[config.mk]
export PLATFORM = sky130hd
export DESIGN_NAME = aacs_sqrt
export DESIGN_NICKNAME = d
export VERILOG_FILES = /design/src/rtl/core/aacs_pkg.sv /design/src/rtl/core/aacs_sqrt.sv
export SDC_FILE = /design/constraint.sdc
export NUM_CORES = 2
export LEC_CHECK = 0
export ABC_AREA = 1
export BUFFER_PORTS_ARGS = -buffer_cell sky130_fd_sc_hd__buf_4
export CORE_UTILIZATION = 62
export CTS_CLUSTER_SIZE = 10
export DETAILED_ROUTE_END_ITERATION = 10
export PLACE_DENSITY_LB_ADDON = 0.08
export SETUP_SLACK_MARGIN = 0.4
export SYNTH_ARGS = -nofsm -noshare
export SYNTH_HDL_FRONTEND = slang
export SYNTH_SLANG_ARGS = --single-unit
export TNS_END_PERCENT = 1
[constraint.sdc]
create_clock -name clk_i -period 4.6 [get_ports clk_i]
set_input_delay 0.69 -clock clk_i [delete_from_list [all_inputs] [get_ports clk_i]]
set_output_delay 0.69 -clock clk_i [all_outputs]
set_load 0.02 [all_outputs]
[src/rtl/core/aacs_pkg.sv]
package aacs_pkg;

  // Field widths
  localparam int unsigned COORD_BITS  = 12;
  localparam int unsigned RADIUS_BITS = 10;
  localparam int unsigned STROKE_BITS = 10;
  localparam int unsigned ALPHA_BITS  = 8;
  localparam int unsigned COV_BITS    = 9;    // coverage 0..256

  // Datapath widths, all but FRAC_W derived from the coordinate width
  localparam int unsigned DIFF_W = COORD_BITS + 1;        // coordinate difference
  localparam int unsigned PROD_W = 2 * DIFF_W;            // signed product / dot / cross
  localparam int unsigned SQ_W   = 2 * COORD_BITS + 1;    // sum of squares, |cross|
  localparam int unsigned NUM_W  = 2 * SQ_W;              // cross squared
  localparam int unsigned FRAC_W = 16;                    // 8 fraction bits, squared
  localparam int unsigned QUOT_W = 2 * COORD_BITS + 17;   // dist^2 in Q.16
  localparam int unsigned ROOT_W = (QUOT_W + 1) / 2;      // dist in Q.8
  localparam int unsigned RAD_W  = ROOT_W * 2;            // padded radicand

  localparam int unsigned CV_A = (ROOT_W > RADIUS_BITS + 8) ? ROOT_W : RADIUS_BITS + 8;
  localparam int unsigned CV_B = (CV_A > STROKE_BITS + 4) ? CV_A : STROKE_BITS + 4;
  localparam int unsigned CV_W = CV_B + 2;

  localparam int unsigned CFG_DA = (COORD_BITS > RADIUS_BITS) ? COORD_BITS : RADIUS_BITS;
  localparam int unsigned CFG_DW = (CFG_DA > STROKE_BITS) ? CFG_DA : STROKE_BITS;
  localparam int unsigned CFG_IW = 3;

  localparam int unsigned OBUF_DEPTH = 2;
  localparam int unsigned OBUF_CW    = $clog2(OBUF_DEPTH + 1);

  // Half and whole pixel in 1/256 units
  localparam logic signed [CV_W-1:0] HALF_PX = CV_W'(128);
  localparam logic signed [CV_W-1:0] ONE_PX  = CV_W'(256);

  typedef enum logic [1:0] {
    SHAPE_DISC = 2'd0,
    SHAPE_RING = 2'd1,
    SHAPE_SEG  = 2'd2
  } shape_e;

  typedef enum logic [CFG_IW-1:0] {
    REG_SHAPE_MODE    = 3'd0,
    REG_POINT_A_X     = 3'd1,
    REG_POINT_A_Y     = 3'd2,
    REG_POINT_B_X     = 3'd3,
    REG_POINT_B_Y     = 3'd4,
    REG_CIRCLE_RADIUS = 3'd5,
    REG_STROKE_WIDTH  = 3'd6,
    REG_BASE_ALPHA    = 3'd7
  } cfg_reg_e;

  typedef struct packed {
    logic [1:0]                    shape_mode;
    logic signed [COORD_BITS-1:0]  point_a_x;
    logic signed [COORD_BITS-1:0]  point_a_y;
    logic signed [COORD_BITS-1:0]  point_b_x;
    logic signed [COORD_BITS-1:0]  point_b_y;
    logic [RADIUS_BITS-1:0]        circle_radius;
    logic [STROKE_BITS-1:0]        stroke_width;
    logic [ALPHA_BITS-1:0]         base_alpha;
  } cfg_t;

  localparam cfg_t CFG_RESET = '{
    shape_mode:    2'd0,
    point_a_x:     '0,
    point_a_y:     '0,
    point_b_x:     '0,
    point_b_y:     '0,
    circle_radius: '0,
    stroke_width:  STROKE_BITS'(16),
    base_alpha:    ALPHA_BITS'(255)
  };

  typedef struct packed {
    logic signed [COORD_BITS-1:0] pixel_x;
    logic signed [COORD_BITS-1:0] pixel_y;
  } pix_in_t;

  typedef struct packed {
    logic signed [COORD_BITS-1:0] out_x;
    logic signed [COORD_BITS-1:0] out_y;
    logic [ALPHA_BITS-1:0]        out_alpha;
  } pix_out_t;

  // Geometry front end to divider
  typedef struct packed {
    logic [NUM_W-1:0] num;
    logic [SQ_W-1:0]  den;
    pix_in_t          pix;
  } geo_t;

  function automatic logic signed [DIFF_W-1:0] sx(input logic signed [COORD_BITS-1:0] v);
    return {v[COORD_BITS-1], v};
  endfunction

endpackage

[src/rtl/core/aacs_sqrt.sv]
module aacs_sqrt import aacs_pkg::*; (
  input  logic              clk_i,
  input  logic              rst_ni,
  input  logic              en_i,
  input  logic              valid_i,
  input  logic [QUOT_W-1:0] val_i,
  input  pix_in_t           pix_i,
  output logic              valid_o,
  output logic [ROOT_W-1:0] root_o,
  output pix_in_t           pix_o
);

  // Digit-by-digit integer root, one result bit per stage
  logic              vld_q [ROOT_W];
  logic [ROOT_W:0]   rem_q [ROOT_W];
  logic [ROOT_W-1:0] rt_q  [ROOT_W];
  logic [RAD_W-1:0]  rad_q [ROOT_W];
  pix_in_t           pix_q [ROOT_W];

  for (genvar i = 0; i < ROOT_W; i++) begin : g_step
    logic              v_in;
    logic [ROOT_W:0]   r_in;
    logic [ROOT_W-1:0] q_in;
    logic [RAD_W-1:0]  a_in;
    pix_in_t           p_in;
    logic [ROOT_W+2:0] shifted, trial;
    logic              ge;

    if (i == 0) begin : g_first
      assign v_in = valid_i;
      assign r_in = '0;
      assign q_in = '0;
      assign a_in = RAD_W'(val_i);
      assign p_in = pix_i;
    end else begin : g_next
      assign v_in = vld_q[i-1];
      assign r_in = rem_q[i-1];
      assign q_in = rt_q[i-1];
      assign a_in = rad_q[i-1];
      assign p_in = pix_q[i-1];
    end

    assign shifted = {r_in, a_in[RAD_W-1:RAD_W-2]};
    assign trial   = {1'b0, q_in, 2'b01};
    assign ge      = shifted >= trial;

    always_ff @(posedge clk_i or negedge rst_ni) begin
      if (!rst_ni) vld_q[i] <= 1'b0;
      else if (en_i) vld_q[i] <= v_in;
    end

    always_ff @(posedge clk_i) begin
      if (en_i) begin
        rem_q[i] <= ge ? (ROOT_W+1)'(shifted - trial) : shifted[ROOT_W:0];
        rt_q[i]  <= {q_in[ROOT_W-2:0], ge};
        rad_q[i] <= {a_in[RAD_W-3:0], 2'b00};
        pix_q[i] <= p_in;
      end
    end
  end

  assign valid_o = vld_q[ROOT_W-1];
  assign root_o  = rt_q[ROOT_W-1];
  assign pix_o   = pix_q[ROOT_W-1];

endmodule

Yosys cells after proc, flatten, opt, wreduce, memory -nomap -nowiden
Memory sizes are Yosys's and may differ from the RTL's.
Cells that the tools add are included.
{"block": "word_totals", "regBits": 21, "mem_bits_rw": 2247, "output_inout_bits": 46, "word_cells": 90, "mem_count": 4}
{"name": "rad_q", "depth": 21, "word_bits": 40, "read_ports": 20, "rd_ports_with_merged_regs": 0, "wr": 21, "line": "aacs_sqrt.sv:17", "text": "logic [RAD_W-1:0] rad_q [ROOT_W];"}
{"name": "pix_q", "depth": 21, "word_bits": 24, "read_ports": 21, "rd_ports_with_merged_regs": 0, "wr": 21, "line": "aacs_sqrt.sv:18", "text": "pix_in_t pix_q [ROOT_W];"}
{"name": "rem_q", "depth": 21, "word_bits": 22, "read_ports": 20, "rd_ports_with_merged_regs": 0, "wr": 21, "line": "aacs_sqrt.sv:15", "text": "logic [ROOT_W:0] rem_q [ROOT_W];"}
{"name": "rt_q", "depth": 21, "word_bits": 21, "read_ports": 21, "rd_ports_with_merged_regs": 0, "wr": 21, "line": "aacs_sqrt.sv:16", "text": "logic [ROOT_W-1:0] rt_q [ROOT_W];"}
{"block": "classes", "n_addsub": 21, "order_cmp": 21, "muxes": 23}
{"op": "greater-or-equal comparator 24 x 23 -> 1 bit", "count": 20}
{"op": "2-to-1 mux 22 bit", "count": 21}
{"op": "subtractor 22 bit", "count": 20}
{"op": "2-to-1 mux 1 bit", "count": 2}
{"op": "subtractor 1 x 1 -> 2 bit (second input constant)", "count": 1}
{"op": "greater-or-equal comparator 1 bit (second input constant)", "count": 1}

Longest topological paths before layout
An unclocked memory read counts as a cell.
{"block": "depth", "ltp_word": 3, "ltp_mapped": 15, "depth_no_buf": 14}

Least setup slack after synthesis
Ideal clock, no wire load.
{"block": "synth_timing", "kind": "register to register", "start": "mem rem_q[1][3] in the netlist's numbering", "end": "mem rem_q[1][28] in the netlist's numbering (data pin)", "arrival_ns": 1.682, "t_required_ns": 4.343, "slack_ns": 2.661, "stages_incl_launch_ff": 9, "path_buffers": 1, "synth_period_minus_slack_ns": 1.939, "path_cell_list": "edfxtp_1 > ha_1 > a21oi_1 > o21ai_0 > a21oi_2 > nand2_4 > inv_4 > buf_8 > o21ai_2"}
{"element": "from (decl)", "line": "aacs_sqrt.sv:15"}

==> summary.json <==
{
  "cells_and_area": {
    "final_cells": 8651,
    "mostFrequentLayoutCells": "sky130_fd_sc_hd__nand2_1, sky130_fd_sc_hd__edfxtp_1, sky130_fd_sc_hd__inv_1",
    "insertedDiodeCount": 0,
    "mostFrequentLayoutCell": "sky130_fd_sc_hd__nand2_1",
    "multiInputGateArea_um2": 20800,
    "nFillCells": 8500,
    "layout.nets": 7391,
    "final_core_util_pct": 69.4,
    "post_route_cells_drive_above_1_share_pct": 7.34,
    "ff_latch_area_um2": 47500,
    "area_overhead_vs_synth_pct": 11.1
  },
  "global_routing": {
    "via_count_of_the_first_global_routing_pass": 45000,
    "grtUsageTotal_pct": 26.5,
    "overflow": 0,
    "grt_first_pass_wirelength_um": 243000,
    "antenna_found_initial": 3,
    "grt_max_degree": 165
  },
  "place": {
    "placement.setup.worst_slack_ps": 1600,
    "place.detailed.hpwl_um": 109000,
    "count_of_placed_standard_cells_including_taps": 8410,
    "placer_s_final_routability_congestion_estimate": 0.957,
    "place.port_buffers": 114
  },
  "clock_network": {
    "clock_path_buffers": 3,
    "total_clock_buffers_created_by_cts": 181,
    "worst_setup_hold_path_clk_slew_ps": 60,
    "clk-insertion-delay-late_ps": 800,
    "htreeDepth": 4,
    "cts_root_buf": "sky130_fd_sc_hd__clkbuf_16",
    "postCtsResizedCells": 0,
    "cts_tree": "done",
    "cts.sink_count": 1584
  },
  "sta": {
    "fin_worst_skew_ps": 74.6,
    "grt_setup_unrepaired": "no",
    "post-route-period-util_pct": 67.7,
    "timing.fmax_mhz": 321,
    "setup_total_negative_slack_ps": 0,
    "finalHoldViolCount": 0,
    "hold-worst-slack_ps": 63.4,
    "setup_viol": 0,
    "worst_setup_slack_after_layout_ps": 1490,
    "worst_slew_pin_slew_ps": 1020,
    "timing.final.crit_period_ps": 3110,
    "max_slew_margin_pct": 32.3,
    "timing.final.max_slew_violations": 0
  },
  "floorplan": {
    "die_area_um2": 118000,
    "core-area_um2": 116000,
    "num_rows": 125,
    "floorplan.initialDensity_pct": 62.5,
    "num_io_pins": 115,
    "fp.dieH_um": 344,
    "die_width_um": 344
  },
  "worst_hold_path": {
    "min_delay_worst_endpoint": "pix_q[0][19]",
    "worstHoldPathCells": 1,
    "hold_path_startpoint": "pix_i[19]",
    "hold_removal_path_class": "input port to flop"
  },
  "pwr": {
    "power_density_cells_nw_per_um2": 452,
    "ir_drop_worst_vdd_v": 0.000345,
    "power.static_leakage_uw": 0.0341
  },
  "yosys": {
    "ys_ff_latch": 1584,
    "syn-num-nets": 7108,
    "synth.avg_cell_area_um2": 10.7,
    "synth-edff-count": 1563,
    "postSynthCellCount": 6787,
    "yosysWarningCount": 0,
    "synthFlopType": "sky130_fd_sc_hd__edfxtp_1",
    "synth_cell_types": 49,
    "syn-cell-area_um2": 72600,
    "synth-seq-area-share_pct": 65.4,
    "synthArstFlopShare_pct": 1.33
  },
  "routing": {
    "wirelength_um": 156000,
    "drt_first_pass_iters": 5,
    "antenna_violating_nets_post_route": 0,
    "routedWlPerCell_um": 18.0,
    "drtIter0Drc": 3779,
    "avgViaCountPerCell": 5.38,
    "vias": 46600,
    "route.detailed.drc": 0
  },
  "critical_path": {
    "reg2reg_setup_slack_ps": 1490,
    "worstSetupEndpointType": "flop",
    "reg2reg_depth": 10,
    "worst_path_arrival_time_ps": 3720,
    "worst_r2r_startpoint": "rem_q[4][27]",
    "rr_endpoint": "rem_q[4][46]",
    "timing.critical_path.from_type": "flop",
    "critical_path.max_fanout": 23,
    "worstPathRequired_ps": 5210,
    "worst_setup_path_category": "flop to flop"
  },
  "run_status": {
    "run_status": "complete, no violations"
  },
  "flow_run": {
    "drv.max_cap_violation_count": 0
  }
}
area by class of cell:
| class | instances | area share (%) |
|---|---|---|
| flip-flops and latches | 1584 | 58.9 |
| multi-input cells | 4119 | 25.8 |
| clock buffers | 209 | 5.75 |
| inverters | 1036 | 4.84 |
| well taps | 1524 | 2.37 |
| repair buffers | 148 | 1.67 |
| clock inverters | 31 | 0.711 |
cell usage after synthesis (69+ instances only):
library cell	n	area (um^2)
sky130_fd_sc_hd__a21oi_1	228	1140
sky130_fd_sc_hd__edfxtp_1	1563	46900
sky130_fd_sc_hd__ha_1	252	3150
sky130_fd_sc_hd__inv_1	1019	3820
sky130_fd_sc_hd__nand2_1	2011	7550
sky130_fd_sc_hd__nand3_1	355	1780
sky130_fd_sc_hd__nand3b_1	69	518
sky130_fd_sc_hd__nand4_1	85	532
sky130_fd_sc_hd__nor2_1	540	2030
sky130_fd_sc_hd__o21ai_0	130	651
sky130_fd_sc_hd__xnor2_1	71	622
sky130_fd_sc_hd__xor2_1	99	867
state kept, by name, indices dropped and copies added, names as in the netlist:
signal / count
rad_q: 420
rt_q: 231
pix_q: 504
valid_o: 1
rem_q: 408
g_step.v_in: 20
kinds of logic (layout without fill, tap and decap cells):
group / Yosys count / in the layout / share of synthesized area, %
compound gates: 465 / 465 / 3.52
buf+inv: 1084 / 1424 / 5.98
fa+ha+maj: 252 / 252 / 4.34
simple gates: 3230 / 3230 / 18.7
mux: 1 / 1 / 0.0155
other cells: 1 / 1 / 0.00517
flops: 1584 / 1584 / 65.4
xor+xnor: 170 / 170 / 2.05
timing repair:
item	in CTS	in global routing
setup buffers	0	0
hold buffers	1	0
hold endpoints to repair	21	0
setup endpoints to repair	0	0
power breakdown:
part           internal [uW]  switching, uW
Clock                   7300           5540
Combinational           1780           3540
Sequential             17500            782
worst max path at each step:
stage,startpoint,to,slack (ps),cells after the start
CTS,rem_q[4][27],rem_q[4][46],1550,10
global placement,rem_q[4][23],rem_q[4][47],1640,9
finish,rem_q[4][27],rem_q[4][46],1490,10
floorplan,rem_q[1][3],rem_q[1][28],2660,8
global route,rem_q[4][27],rem_q[4][59],1260,10
detailed placement,rem_q[4][27],rem_q[4][64],1600,9
through the flow:
step	cell area, um^2	power, uW
4_1_cts	80600	36700
3_3_place_gp	75400	23600
5_1_grt	80600	38000
6_report	80600	36400
3_5_place_dp	75400	23700
2_1_floorplan	72600	21800
worst max-delay path, cell delays in order, from the launching register on:
cell and delay, ps:
sky130_fd_sc_hd__edfxtp_1 420, sky130_fd_sc_hd__ha_1 380, sky130_fd_sc_hd__nand2_1 150, sky130_fd_sc_hd__inv_1 70
sky130_fd_sc_hd__a21oi_1 180, sky130_fd_sc_hd__nand2_2 130, sky130_fd_sc_hd__nand2_1 100, sky130_fd_sc_hd__nand4_2 600
sky130_fd_sc_hd__inv_2 690, sky130_fd_sc_hd__nand2_1 120, sky130_fd_sc_hd__nand2_1 90
layer usage:
| layer | share of wire, % | global-route usage [%] | up-vias |
|---|---|---|---|
| met1 | 44 | 36.9 | 21900 |
| met2 | 47 | 43.3 | 1321 |
| met4 | 2.8 | 8.35 | 2 |
| li1 | - | - | 23000 |
| met3 | 5.5 | 3.97 | 283 |
| met5 | 0.0083 | 0 | - |
No activity file was read; power rests on OpenSTA's default activity.
