<file path="src/rtl/core/aacs_pkg.sv">
package aacs_pkg;

  // Field widths
  localparam int unsigned COORD_BITS  = 12;
  localparam int unsigned RADIUS_BITS = 10;
  localparam int unsigned STROKE_BITS = 10;
  localparam int unsigned ALPHA_BITS  = 8;
  localparam int unsigned COV_BITS    = 9;    // coverage 0..256

  // Datapath widths, all but FRAC_W derived from the coordinate width
  localparam int unsigned DIFF_W = COORD_BITS + 1;        // coordinate difference
  localparam int unsigned PROD_W = 2 * DIFF_W;            // signed product / dot / cross
  localparam int unsigned SQ_W   = 2 * COORD_BITS + 1;    // sum of squares, |cross|
  localparam int unsigned NUM_W  = 2 * SQ_W;              // cross squared
  localparam int unsigned FRAC_W = 16;                    // 8 fraction bits, squared
  localparam int unsigned QUOT_W = 2 * COORD_BITS + 17;   // dist^2 in Q.16
  localparam int unsigned ROOT_W = (QUOT_W + 1) / 2;      // dist in Q.8
  localparam int unsigned RAD_W  = ROOT_W * 2;            // padded radicand

  localparam int unsigned CV_A = (ROOT_W > RADIUS_BITS + 8) ? ROOT_W : RADIUS_BITS + 8;
  localparam int unsigned CV_B = (CV_A > STROKE_BITS + 4) ? CV_A : STROKE_BITS + 4;
  localparam int unsigned CV_W = CV_B + 2;

  localparam int unsigned CFG_DA = (COORD_BITS > RADIUS_BITS) ? COORD_BITS : RADIUS_BITS;
  localparam int unsigned CFG_DW = (CFG_DA > STROKE_BITS) ? CFG_DA : STROKE_BITS;
  localparam int unsigned CFG_IW = 3;

  localparam int unsigned OBUF_DEPTH = 2;
  localparam int unsigned OBUF_CW    = $clog2(OBUF_DEPTH + 1);

  // Half and whole pixel in 1/256 units
  localparam logic signed [CV_W-1:0] HALF_PX = CV_W'(128);
  localparam logic signed [CV_W-1:0] ONE_PX  = CV_W'(256);

  typedef enum logic [1:0] {
    SHAPE_DISC = 2'd0,
    SHAPE_RING = 2'd1,
    SHAPE_SEG  = 2'd2
  } shape_e;

  typedef enum logic [CFG_IW-1:0] {
    REG_SHAPE_MODE    = 3'd0,
    REG_POINT_A_X     = 3'd1,
    REG_POINT_A_Y     = 3'd2,
    REG_POINT_B_X     = 3'd3,
    REG_POINT_B_Y     = 3'd4,
    REG_CIRCLE_RADIUS = 3'd5,
    REG_STROKE_WIDTH  = 3'd6,
    REG_BASE_ALPHA    = 3'd7
  } cfg_reg_e;

  typedef struct packed {
    logic [1:0]                    shape_mode;
    logic signed [COORD_BITS-1:0]  point_a_x;
    logic signed [COORD_BITS-1:0]  point_a_y;
    logic signed [COORD_BITS-1:0]  point_b_x;
    logic signed [COORD_BITS-1:0]  point_b_y;
    logic [RADIUS_BITS-1:0]        circle_radius;
    logic [STROKE_BITS-1:0]        stroke_width;
    logic [ALPHA_BITS-1:0]         base_alpha;
  } cfg_t;

  localparam cfg_t CFG_RESET = '{
    shape_mode:    2'd0,
    point_a_x:     '0,
    point_a_y:     '0,
    point_b_x:     '0,
    point_b_y:     '0,
    circle_radius: '0,
    stroke_width:  STROKE_BITS'(16),
    base_alpha:    ALPHA_BITS'(255)
  };

  typedef struct packed {
    logic signed [COORD_BITS-1:0] pixel_x;
    logic signed [COORD_BITS-1:0] pixel_y;
  } pix_in_t;

  typedef struct packed {
    logic signed [COORD_BITS-1:0] out_x;
    logic signed [COORD_BITS-1:0] out_y;
    logic [ALPHA_BITS-1:0]        out_alpha;
  } pix_out_t;

  // Geometry front end to divider
  typedef struct packed {
    logic [NUM_W-1:0] num;
    logic [SQ_W-1:0]  den;
    pix_in_t          pix;
  } geo_t;

  function automatic logic signed [DIFF_W-1:0] sx(input logic signed [COORD_BITS-1:0] v);
    return {v[COORD_BITS-1], v};
  endfunction

endpackage

</file>
<file path="src/rtl/core/aacs_shade.sv">
module aacs_shade import aacs_pkg::*; (
  input  logic              clk_i,
  input  logic              rst_ni,
  input  logic              en_i,
  input  logic              valid_i,
  input  logic [ROOT_W-1:0] dist_i,
  input  pix_in_t           pix_i,
  input  cfg_t              cfg_i,
  output logic              valid_o,
  output pix_out_t          word_o
);

  // Coverage from distance, per shape
  logic signed [CV_W-1:0] dist_s, rad_s, half_s, diff, cov;
  logic                   known, hit;
  logic [COV_BITS-1:0]    cov_c;

  always_comb begin
    dist_s = $signed(CV_W'(dist_i));
    rad_s  = $signed(CV_W'({cfg_i.circle_radius, 8'd0}));
    half_s = $signed(CV_W'({cfg_i.stroke_width, 3'd0}));
    diff   = dist_s - rad_s;
    known  = 1'b1;
    case (cfg_i.shape_mode)
      SHAPE_DISC: cov = rad_s + HALF_PX - dist_s;
      SHAPE_RING: cov = ONE_PX - ((diff < 0) ? -diff : diff);
      SHAPE_SEG:  cov = half_s + HALF_PX - dist_s;
      default: begin
        cov   = '0;
        known = 1'b0;
      end
    endcase
    hit   = known && (cov > 0);
    cov_c = (cov > ONE_PX) ? COV_BITS'(256) : cov[COV_BITS-1:0];
  end

  logic                a_vld_q;
  logic [COV_BITS-1:0] a_cov_q;
  pix_in_t             a_pix_q;

  always_ff @(posedge clk_i or negedge rst_ni) begin
    if (!rst_ni) a_vld_q <= 1'b0;
    else if (en_i) a_vld_q <= valid_i && hit;
  end

  always_ff @(posedge clk_i) begin
    if (en_i) begin
      a_cov_q <= cov_c;
      a_pix_q <= pix_i;
    end
  end

  // Alpha modulation: floor(base_alpha * cov / 256)
  logic [ALPHA_BITS+COV_BITS-1:0] prod;
  logic                           b_vld_q;
  pix_out_t                       b_word_q;

  assign prod = cfg_i.base_alpha * a_cov_q;

  always_ff @(posedge clk_i or negedge rst_ni) begin
    if (!rst_ni) b_vld_q <= 1'b0;
    else if (en_i) b_vld_q <= a_vld_q;
  end

  always_ff @(posedge clk_i) begin
    if (en_i) begin
      b_word_q.out_x     <= a_pix_q.pixel_x;
      b_word_q.out_y     <= a_pix_q.pixel_y;
      b_word_q.out_alpha <= prod[ALPHA_BITS+7:8];
    end
  end

  assign valid_o = b_vld_q;
  assign word_o  = b_word_q;

endmodule

</file>
<file path="config.mk">
export PLATFORM = sky130hd
export DESIGN_NAME = aacs_shade
export DESIGN_NICKNAME = d
export VERILOG_FILES = /design/src/rtl/core/aacs_pkg.sv /design/src/rtl/core/aacs_shade.sv
export SDC_FILE = /design/constraint.sdc
export NUM_CORES = 1
export LEC_CHECK = 0
export ABC_CLOCK_PERIOD_IN_PS = 5520
export BUFFER_PORTS_ARGS = -buffer_cell sky130_fd_sc_hd__buf_2
export CORE_AREA = 2 2 124 114
export DETAILED_ROUTE_END_ITERATION = 8
export DIE_AREA = 0 0 126 116
export PLACE_DENSITY = 0.8
export SLEW_MARGIN = 20
export SYNTH_ARGS = -nofsm -noshare
export SYNTH_HDL_FRONTEND = slang
export SYNTH_SLANG_ARGS = --single-unit
</file>
<file path="constraint.sdc">
create_clock -name clk_i -period 5.52 [get_ports clk_i]
set_input_delay 0.828 -clock clk_i [delete_from_list [all_inputs] [get_ports clk_i]]
set_output_delay 0.828 -clock clk_i [all_outputs]
set_load 0.02 [all_outputs]
</file>
* Yosys cells after proc, flatten, opt, wreduce, memory -nomap -nowiden *
Index checks and enable logic that the tools add are counted.

storage, ports and cells
  register bits after elaboration = 67
  bits in latches = 0
  memory bits (writable) = 0
  ROM bits = 0
  input bits = 127
  output and inout bits = 33
  logic and storage cells = 28
  memories kept = 0

cells by class
  $add $sub $neg = 7
  multipliers = 1
  div/mod/pow operators = 0
  order comparisons = 3
  equality and inequality tests = 2
  shifts and indexed selects = 0
  multiplexer cells = 3
  bitwise operators = 0
  reduce and logical (&&, ||, !) cells = 4

operators with widths
  kind                                                              number
  case mux 23 bit (3 select lines)                                  1
  greater-than comparator 23 x 1 -> 1 bit (second input constant)   1
  greater-than comparator 23 x 10 -> 1 bit (second input constant)  1
  two-way mux 23 bit                                                1
  negator 22 -> 23 bit                                              1
  subtractor 10 x 23 -> 23 bit (first input constant)               1
  < comparator 22 x 1 -> 1 bit (second input constant)              1
  subtractor 14 x 21 -> 22 bit                                      1
  subtractor 19 x 21 -> 22 bit                                      1
  subtractor 21 x 18 -> 22 bit                                      1
  adder 18 x 8 -> 19 bit (second input constant)                    1
  multiplier 8 x 9 -> 16 bit                                        1
  adder 13 x 8 -> 14 bit (second input constant)                    1
  OR reduction 3 bit                                                1
  == test 2 x 1 -> 1 bit (second input constant)                    1
  == test 2 bit (second input constant)                             1
  logical AND 1 bit                                                 2
  zero test 2 bit                                                   1
  two-way mux 1 bit                                                 1

* Depth between registers and ports, before layout *
Gate-level depths: netlist (run 1).

  depth after elaboration = 8
  mapped depth = 18
  gate-level depth less buffers = 18

* Worst setup path after synthesis (run 1) *
Ideal clock, no wire load.

  path kind = in2reg
  from = in cfg_i[7] (netlist bit)
  to = reg b_word_q, in the netlist word_o[7], data pin
  arrival time = 4,434 ps
  data required time = 5,260 ps
  path slack = 826 ps
  stages = 14
  buffers on the path = 1
  cells stage by stage = clkbuf_1 > nand2_1 > fa_1 > inv_1 > fa_1 > fa_1 > fa_1 > ha_1 > or2_2 > a21oi_1 > o31ai_1 > o21a_1 > nor2_1 > xnor2_1

on the way
  word-level cells in the longest chain between the ends = 1

RTL lines
  what                        line              RTL
  start: declaration          aacs_shade.sv:8   input cfg_t cfg_i,
  multiplier 8 x 9 -> 16 bit  aacs_shade.sv:58  assign prod = cfg_i.base_alpha * a_cov_q;
  net prod[15]                aacs_shade.sv:54  logic [ALPHA_BITS+COV_BITS-1:0] prod;
  end: declaration            aacs_shade.sv:56  pix_out_t b_word_q;

The timed path passes the listed nets, and every way through them passes these cells.
A chain may end at the register's enable or synchronous reset.

* Final worst setup path (run 1) *
  from = in dist_i[14]
  to = reg a_cov_q[0], data pin

on the way
  word-level cells in the longest chain between the ends = 6

RTL lines
  what                                                                         line              RTL
  start: declaration                                                           aacs_shade.sv:6   input logic [ROOT_W-1:0] dist_i,
  subtractor 21 x 18 -> 22 bit                                                 aacs_shade.sv:22  diff = dist_s - rad_s;
  negator 22 -> 23 bit / < comparator 22 x 1 -> 1 bit (equally long branches)  aacs_shade.sv:26  SHAPE_RING: cov = ONE_PX - ((diff < 0) ? -diff : diff);
  two-way mux 23 bit                                                           aacs_shade.sv:26
  subtractor 10 x 23 -> 23 bit                                                 aacs_shade.sv:26
  case mux 23 bit (3 select lines) *                                           aacs_shade.sv:24  case (cfg_i.shape_mode)
  greater-than comparator 23 x 10 -> 1 bit                                     aacs_shade.sv:34  cov_c = (cov > ONE_PX) ? COV_BITS'(256) : cov[COV_BITS-1:0];
  end signal: assignment                                                       aacs_shade.sv:48  a_cov_q <= cov_c;
  end: declaration                                                             aacs_shade.sv:38  logic [COV_BITS-1:0] a_cov_q;

Mark *: on every way between the ends. The rest lies on a longest branch, timed or not.

==> metrics.yaml, run 1 <==
antenna_found_initial: 0
syn-num-nets: 1006
fin_area_um2: 8220
synthArstFlopShare: 0.0299
worst_pin_slew_ns: 0.923
synth_area_per_cell_um2: 9.47
antenna_cells: 0
via_per_inst: 5.86
p_int_uw: 1610
hold_path_class: "input pin to asynchronous set/reset pin"
pwr-share-seq: 0.274
cp_slowest_cell: "nor2_1"
ant_nets: 0
ctsHoldBuffers: 0
dp_cells: 1022
die_y_um: 116
ys_seq_area_frac: 0.276
r2r_cells: 16
relSlewSlack: 0.383
start_util: 0.548
stdcell_count: 1038
r2r-start: "a_cov_q[2]"
path_class: "input pin to flop"
hold_viol_final: 0
path_max_fanout: 13
cts-resized-gates: 0
pwr-share-comb: 0.488
clockPowerShare: 0.238
cts_buffers: 9
dieArea_um2: 14600
fin_util: 0.622
fin_tns_setup_ns: 0
outcome: "completed"
synth_flop_cell: "edfxtp_1"
seq_area_um2: 2000
nNetsFinal: 1106
placed_area_um2: 7900
required_ns: 5.64
drt-pass1-iter-count: 5
synth_edf_count: 65
wl_per_cell_um: 16.7
overflow: 0
netSwitchingFraction: 0.375
hold_ws_ns: 0.277
cp_cell_sequence: "buf_2 > inv_1 > ha_1 > a21oi_1 > o22ai_1 > or3_1 > nor2_1 > o211a_1 > o221ai_1 > a2111oi_4 > o2bb2ai_2 > o211ai_4 > a221oi_2"
grt_first_pass_wirelength_mm: 28.2
synth_cell_type_count: 87
cts_tree: "done"
r2r_slack_ns: 0.86
track_usage: 0.238
syn_to_final_growth_pct: 13.5
period_needed_ns: 4.84
netlist_instances: 765
cts_setup_buffers: 0
startpoint_type: "input pin"
finalSetupViolCount: 0
maxSlewViolCount: 0
cts_sinks: 67
arrival_ns: 4.96
r2r_end: "word_o[7]"
crit_path_end_kind: "flop"
netlist.area_leader.share: 0.269
grt_pass1_vias: 5803
place.gp.congestion: 0.951
ys_seq_elements: 67
cts_root_buf: "clkbuf_16"
p_leak_uw: 0.00371
path_clk_slew_ns: 0.06
n_fill_cell: 1138
p_sw_uw: 968
rsz0062_at_grt: "false"
netlist_area_um2: 7240
dp_hpwl_mm: 13.4
core_area_um2: 13200
netlist_top_cells_area: "edfxtp_1, ha_1, fa_1"
grt_max_degree: 69
clock.fmax_mhz: 207
io_pins: 160
peakVddDrop_mv: 0.311
clock_skew_ns: 0.00469
max-clock-path-buffers: 2
period_share: 0.877
multiInputGateArea_um2: 4760
layout-drive-gt1-share: 0.187
critPathMaxStageDelay_ns: 0.77
yosysWarnings: 0
io_buffers: 111
yosys.area.top_type: "edfxtp_1"
cts.htree.levels: 3
core.rowCount: 40
drt_wl_total_mm: 17.3
powerDensity_nw_per_um2: 314
worstSkewPairLatency_ns: 0.32
die_x_um: 126
drc: 0
cap_violations: 0
vias: 6080
drt_iter0_drc: 473
==> synthesized netlist by cell type (all sizes together) (13+ instances only) <==
cell type / number
nand3: 18
edfxtp: 65
xnor2: 28
o21ai: 36
o21a: 15
and2: 45
nor3: 16
a21o: 13
fa: 41
clkbuf: 16
nor2: 41
ha: 73
a21oi: 35
inv: 84
nand2: 63
==> worst max-delay path by stage <==
| stage | start | to | slack (ns) | depth (start not counted) |
|---|---|---|---|---|
| floorplan | cfg_i[7] | word_o[7] | 0.83 | 14 |
| global placement | cfg_i[4] | word_o[7] | 0.45 | 17 |
| global route | dist_i[14] | a_cov_q[0] | 0.42 | 13 |
| finish | dist_i[14] | a_cov_q[0] | 0.68 | 13 |
| detailed placement | cfg_i[4] | word_o[7] | 0.36 | 17 |
| CTS | cfg_i[4] | word_o[7] | 0.68 | 17 |
==> cell usage in the layout (no fill, tap or decap), types with 5 or more instances in the layout <==
cell         n
inv_1       84
nand2_1     63
a211oi_1     9
o31ai_1      6
nor4_1       5
or2_2        5
o211ai_1     6
o22ai_1      5
edfxtp_1    65
nor3_1      13
xnor2_1     28
buf_2      111
a31oi_1      8
fa_1        41
a2111oi_0    5
nand4_1      8
ha_1        73
xor2_1       9
and2_1      45
nand3_1     18
clkbuf_16    9
a21oi_1     35
o21ai_0     33
nand2b_1     6
nor2_1      41
buf_4        6
or3_1       10
a21o_1      12
o21a_1      15
==> power groups by stage <==
| stage | clock network [µW] | logic (µW) | registers (µW) |
|---|---|---|---|
| after global routing | 646 | 1420 | 714 |
| after floorplan | 0 | 900 | 766 |
| after CTS | 624 | 1250 | 708 |
| final | 615 | 1260 | 707 |
| after global placement | 0 | 1200 | 712 |
| after detailed placement | 0 | 1240 | 718 |
==> per-layer routing <==
layer  wire length [µm]  GRT usage  up-vias  share of wire
li1                   -          -     2952              -
met1               7820      0.340     2855           0.45
met2               7840      0.373      257           0.45
met3               1520     0.0568       16          0.088
met4                165     0.0447        0         0.0095
met5                  0          0        -              0
==> through the flow <==
step	power [µW]	worst slack, ns
after floorplan	1670	0.826
after global placement	1910	0.453
after detailed placement	1960	0.363
after CTS	2590	0.676
after global routing	2780	0.416
final	2580	0.680
==> logic make-up (layout without fill, tap and decap cells) <==
logic type	after synthesis	in the layout	share of synthesized area
compound gates	191	191	0.192
xor+xnor	37	37	0.0447
fa+ha+maj	114	114	0.239
buf+inv	113	218	0.0660
flops	67	67	0.276
mux	4	4	0.00587
simple gates	239	239	0.176
==> worst max-delay path, delay by kind of cell <==
| kind | cells | cell delay (ns) |
|---|---|---|
| compound gates | 8 | 2.14 |
| fa+ha+maj | 1 | 0.44 |
| buf+inv | 2 | 0.21 |
| simple gates | 2 | 1.33 |
==> flip-flops by register name, summed over array words and instances (netlist names) <==
signal   cells
a_vld_q      1
valid_o      1
a_pix_q     24
word_o      32
a_cov_q      9
==> cell type report <==
cell class              count  area share
clock buffers               9      0.0274
clock inverters             7      0.0119
inverters                  85      0.0388
multi-input cells         585       0.580
flip-flops and latches     67       0.244
well taps                 168      0.0256
repair buffers            117      0.0731
No activity file was read; power rests on OpenSTA's default activity.
==> run 2, diff against run 1 <==
ABC_AREA = 1   (was default)
CORE_AREA = 2 2 188 172   (was 2 2 124 114)
DIE_AREA = 0 0 190 174   (was 0 0 126 116)
PLACE_DENSITY = default   (was 0.8)
==> run 2 against run 1 <==
  * Register-to-register slack worse by 0.35 ns
  * Design area up 10%
  * Setup slack worse by 0.23 ns
  * Count of clock-buffer cells in the layout unchanged
  * Clock power down 4.2%
  * Critical path type unchanged
  * Largest cell class unchanged
  * Highest routed layer unchanged
==> metrics.yaml, run 2 <==
outcome: "completed"
finalSetupViolCount: 0
clock_skew_ns: 0.00850
synth_cell_type_count: 43
ys_seq_area_frac: 0.260
placed_area_um2: 8750
synthArstFlopShare: 0.0299
path_class: "input pin to flop"
cp_slowest_cell: "fa_1"
die_y_um: 174
syn-num-nets: 1285
p_leak_uw: 0.00481
finalWorstSetupSlack_ns: 0.451
drt-pass1-iter-count: 5
netlist.area_leader.share: 0.254
maxSlewViolCount: 0
grt_pass1_vias: 6773
wl_per_cell_um: 12.4
powerDensity_nw_per_um2: 286
core.rowCount: 62
fin_area_um2: 9060
netlist_top_cells_area: "edfxtp_1, nand2_1, ha_1"
synth_flop_cell: "edfxtp_1"
rsz0062_at_grt: "false"
path_clk_slew_ns: 0.06
worst_pin_slew_ns: 0.894
overflow: 0
nNetsFinal: 1397
io_buffers: 111
vias: 6980
grt_first_pass_wirelength_mm: 32.3
period_share: 0.918
cts_buffers: 9
dieArea_um2: 33100
worstSkewPairLatency_ns: 0.33
crit_path_end_kind: "flop"
netlist_area_um2: 7690
cts_setup_buffers: 0
synth_edf_count: 65
ys_seq_elements: 67
dp_hpwl_mm: 16.1
path_max_fanout: 7
mostFrequentLayoutCell: "nand2_1"
cts.htree.levels: 3
die_x_um: 190
synth.most_common_cell: "nand2_1"
ctsHoldBuffers: 0
synth_area_per_cell_um2: 7.36
largest_register_ffs: 32
period_needed_ns: 5.07
cts_tree: "done"
r2r_slack_ns: 0.51
cts_sinks: 67
peakVddDrop_mv: 0.267
grt_max_degree: 69
relSlewSlack: 0.404
cts-resized-gates: 0
ant_nets: 0
drc: 0
hold_path_class: "input pin to asynchronous set/reset pin"
arrival_ns: 5.15
core_area_um2: 31300
cap_violations: 0
dp_slack_ns: 0.101
track_usage: 0.120
cts_root_buf: "clkbuf_16"
crit_top_cell: "nand2_1"
synth_common_cells: "nand2_1, inv_1, nand3_1"
via_per_inst: 4.42
final_cell_mix: "nand2_1, inv_1, buf_2, nand3_1, ha_1"
syn_to_final_growth_pct: 17.9
layout-drive-gt1-share: 0.161
required_ns: 5.60
netlist_instances: 1044
place.gp.congestion: 0.875
drt_wl_total_mm: 19.5
io_pins: 160
r2r_cells: 21
critPathMaxStageDelay_ns: 0.49
drt_iter0_drc: 395
hold_viol_final: 0
start_util: 0.246
max-clock-path-buffers: 2
antenna_found_initial: 0
yosysWarnings: 0
yosys.area.top_type: "edfxtp_1"
startpoint_type: "input pin"
clock.fmax_mhz: 197
fin_tns_setup_ns: 0
-- run 2: where the power goes --
part           switching [µW]  leakage (µW)  total, µW  internal (µW)
Sequential               27.5      0.000662        707            680
Combinational             766       0.00400       1290            527
Clock                     232      0.000145        589            357
Total                    1030       0.00481       2590           1560
-- run 2: worst max-delay path: cells and delay by family --
family / cells / cell delay, ns
XOR/XNOR: 1 / 0.14
adder cells (fa/ha/maj): 5 / 2.06
buffers and inverters: 6 / 0.67
AND/OR/NAND/NOR: 7 / 0.46
AO/OA/AOI/OAI: 6 / 1.02
-- run 2: kinds of logic (layout without fill, tap and decap cells) --
kind of cell	count (synthesis)	count (layout)	synth area share
XOR/XNOR	27	27	0.0308
AO/OA/AOI/OAI	104	104	0.0781
flip-flops	67	67	0.260
AND/OR/NAND/NOR	502	502	0.289
other	0	1	0
adder cells (fa/ha/maj)	114	114	0.226
buffers and inverters	230	347	0.116
-- run 2: metrics by stage --
stage | cells | total power [µW] | util | hold WS (ns)
3_5_place_dp | 1561 | 2020 | 0.280 | 0.405
4_1_cts | 1577 | 2630 | 0.290 | 0.251
6_report | 1578 | 2590 | 0.290 | 0.269
2_1_floorplan | 1044 | 1670 | - | 0.400
3_3_place_gp | 1561 | 1990 | 0.280 | 0.400
5_1_grt | 1577 | 2840 | 0.290 | 0.258
-- run 2: worst paths after layout --
kind | startpoint | to
worst min register to register | a_pix_q[6] | word_o[14]
worst min-delay path | rst_ni | valid_o
min in group clk_i | a_pix_q[6] | word_o[14]
worst max-delay path | cfg_i[4] | word_o[7]
max in group asynchronous | rst_ni | a_vld_q
worst max register to register | a_cov_q[3] | word_o[7]
-- run 2: area by class of cell --
cell class / count / area [µm²]
multi-input combinational: 747 / 4790
inverter: 206 / 773
timing repair buffer: 125 / 661
fill: 3426 / 22200
tap: 416 / 520
sequential: 67 / 2000
clock buffer: 9 / 225
clock inverter: 7 / 82.6
antenna: 1 / 2.50
-- run 2: routing by layer --
metal / track usage / share of wire / up-vias
li1: - / - / 3529
met1: 0.160 / 0.46 / 3230
met2: 0.206 / 0.47 / 204
met3: 0.0141 / 0.059 / 17
met4: 0.0281 / 0.0091 / 0
met5: 0 / 0 / -
==> run 3, diff against run 2 <==
CORE_AREA = 2 2 138 106   (was 2 2 188 172)
DIE_AREA = 0 0 140 108   (was 0 0 190 174)
GPL_ROUTABILITY_DRIVEN = 0   (was default)
PLACE_DENSITY = 0.81   (was default)
==> run 3 against run 2 <==
  * The run now ends with DRC left
  * Total power up 0.67%
  * Sequential share of layout area up 0.79 points
  * Critical path depth down 1
  * Non-clock buffer count down 4
  * Highest routed layer unchanged
  * Hold slack better by 0.0067 ns
  * Maximum frequency down 0.82%
  * Count of clock-buffer cells in the layout unchanged
  * First-iteration DRC count up 62%
  * Clock skew down 0.0014 ns
  * Die area down 54%
  * Critical endpoint unchanged
==> metrics.yaml, run 3 (synthesis results as in run 2) <==
core.rowCount: 37
worst_pin_slew_ns: 0.853
path_class: "input pin to flop"
hold_path_class: "input pin to asynchronous set/reset pin"
p_leak_uw: 0.00480
crit_top_cell: "nand2_1"
fin_area_um2: 8750
placed_area_um2: 8420
dp_slack_ns: 0.0471
cts.htree.levels: 3
cts_sinks: 67
rsz0062_at_grt: "false"
grt_max_degree: 69
via_per_inst: 5.28
clock.fmax_mhz: 196
dieArea_um2: 15100
cts_root_buf: "clkbuf_16"
wl_per_cell_um: 13.5
startpoint_type: "input pin"
outcome: "complete, but fails checks"
antenna_found_initial: 0
crit_path_end_kind: "flop"
stdcell_count: 1332
cap_violations: 0
grt_pass1_vias: 6796
drt_wl_total_mm: 18.0
die_x_um: 140
dp_hpwl_mm: 14.8
cts_setup_buffers: 0
layout-drive-gt1-share: 0.158
drt_iter0_drc: 638
cts_buffers: 9
vias: 7035
fin_tns_setup_ns: 0
peakVddDrop_mv: 0.239
path_max_fanout: 5
failed_checks: "DRC"
dp_cells: 1316
powerDensity_nw_per_um2: 298
grt_first_pass_wirelength_mm: 30.7
crit_family: "adder cells"
path_clk_slew_ns: 0.06
period_share: 0.926
ant_nets: 0
io_buffers: 111
cts-resized-gates: 0
n_fill_cell: 1167
max-clock-path-buffers: 2
maxSlewViolCount: 0
ctsHoldBuffers: 0
nNetsFinal: 1393
period_needed_ns: 5.11
cts_tree: "done"
mostFrequentLayoutCell: "nand2_1"
drc: 3
finalWorstSetupSlack_ns: 0.409
critPathMaxStageDelay_ns: 0.56
track_usage: 0.250
clock_skew_ns: 0.00713
die_y_um: 108
relSlewSlack: 0.431
p_total_uw: 2610
drt-pass1-iter-count: 8
start_util: 0.563
final_cell_mix: "nand2_1, inv_1, buf_2, nand3_1, ha_1"
syn_to_final_growth_pct: 13.8
path_buf_inv: 5
arrival_ns: 5.19
antenna_cells: 0
required_ns: 5.60
overflow: 0
io_pins: 160
core_area_um2: 13700
cp_slowest_cell: "fa_1"
finalSetupViolCount: 0
worstSkewPairLatency_ns: 0.33
cp_cell_sequence: "buf_2 > nand2_1 > inv_1 > fa_1 > fa_1 > inv_1 > fa_1 > fa_1 > inv_1 > ha_1 > nand2_1 > nor2_1 > a211oi_1 > o41ai_1 > buf_4 > a21o_1 > a21o_1 > nand2_1 > nand2_1 > a21oi_1 > o21bai_1 > nand2_1 > nand2_1 > xor2_1"
hold_viol_final: 0
largest_register_ffs: 32
==> run 3: layer usage <==
layer	global-route usage	wire [µm]	vias to the layer above
li1	-	-	3520
met1	0.358	8360	3218
met2	0.405	7910	280
met4	0.0404	141	0
met3	0.0505	1600	17
met5	0	0	-
==> run 3: cell type report <==
class                      instances  area (µm²)  area share
inverter                         206         773      0.0884
clock buffer                       9         225      0.0257
timing repair buffer             121         631      0.0721
multi-input combinational        747        4790       0.548
clock inverter                     7         105      0.0120
sequential                        67        2000       0.229
tap                              175         219      0.0250
==> run 3: metrics by stage <==
step	util	hold slack, ns
6_report	0.640	0.276
5_1_grt	0.640	0.269
4_1_cts	0.640	0.272
3_5_place_dp	0.616	0.405
3_3_place_gp	0.616	0.400
2_1_floorplan	-	0.400
==> run 3: power by group <==
part	internal [µW]	total, µW	switching (µW)
registers	680	714	33.5
logic	507	1260	750
clock network	403	636	233
==> run 3: path summary, 6_finish.rpt <==
check / slack, ns / startpoint / cells after the start / end
min reg2reg: 0.42 / a_pix_q[19] / 0 / word_o[27]
max in group asynchronous: 5.15 / rst_ni / 1 / a_vld_q
min: 0.28 / rst_ni / 1 / valid_o
min in group clk_i: 0.42 / a_pix_q[19] / 0 / word_o[27]
max reg2reg: 0.48 / a_cov_q[2] / 23 / word_o[7]
max: 0.41 / cfg_i[4] / 24 / word_o[7]
==> run 3: worst register-to-register path, cell delays in order (launching register included) <==
cell and delay, ns:
edfxtp_1 0.53, nand2_1 0.13, inv_1 0.06, fa_1 0.43
fa_1 0.56, inv_1 0.05, fa_1 0.46, fa_1 0.54
inv_1 0.04, ha_1 0.28, nand2_1 0.08, nor2_1 0.05
a211oi_1 0.16, o41ai_1 0.11, buf_4 0.15, a21o_1 0.18
a21o_1 0.19, nand2_1 0.07, nand2_1 0.08, a21oi_1 0.25
o21bai_1 0.14, nand2_1 0.07, nand2_1 0.06, xor2_1 0.14
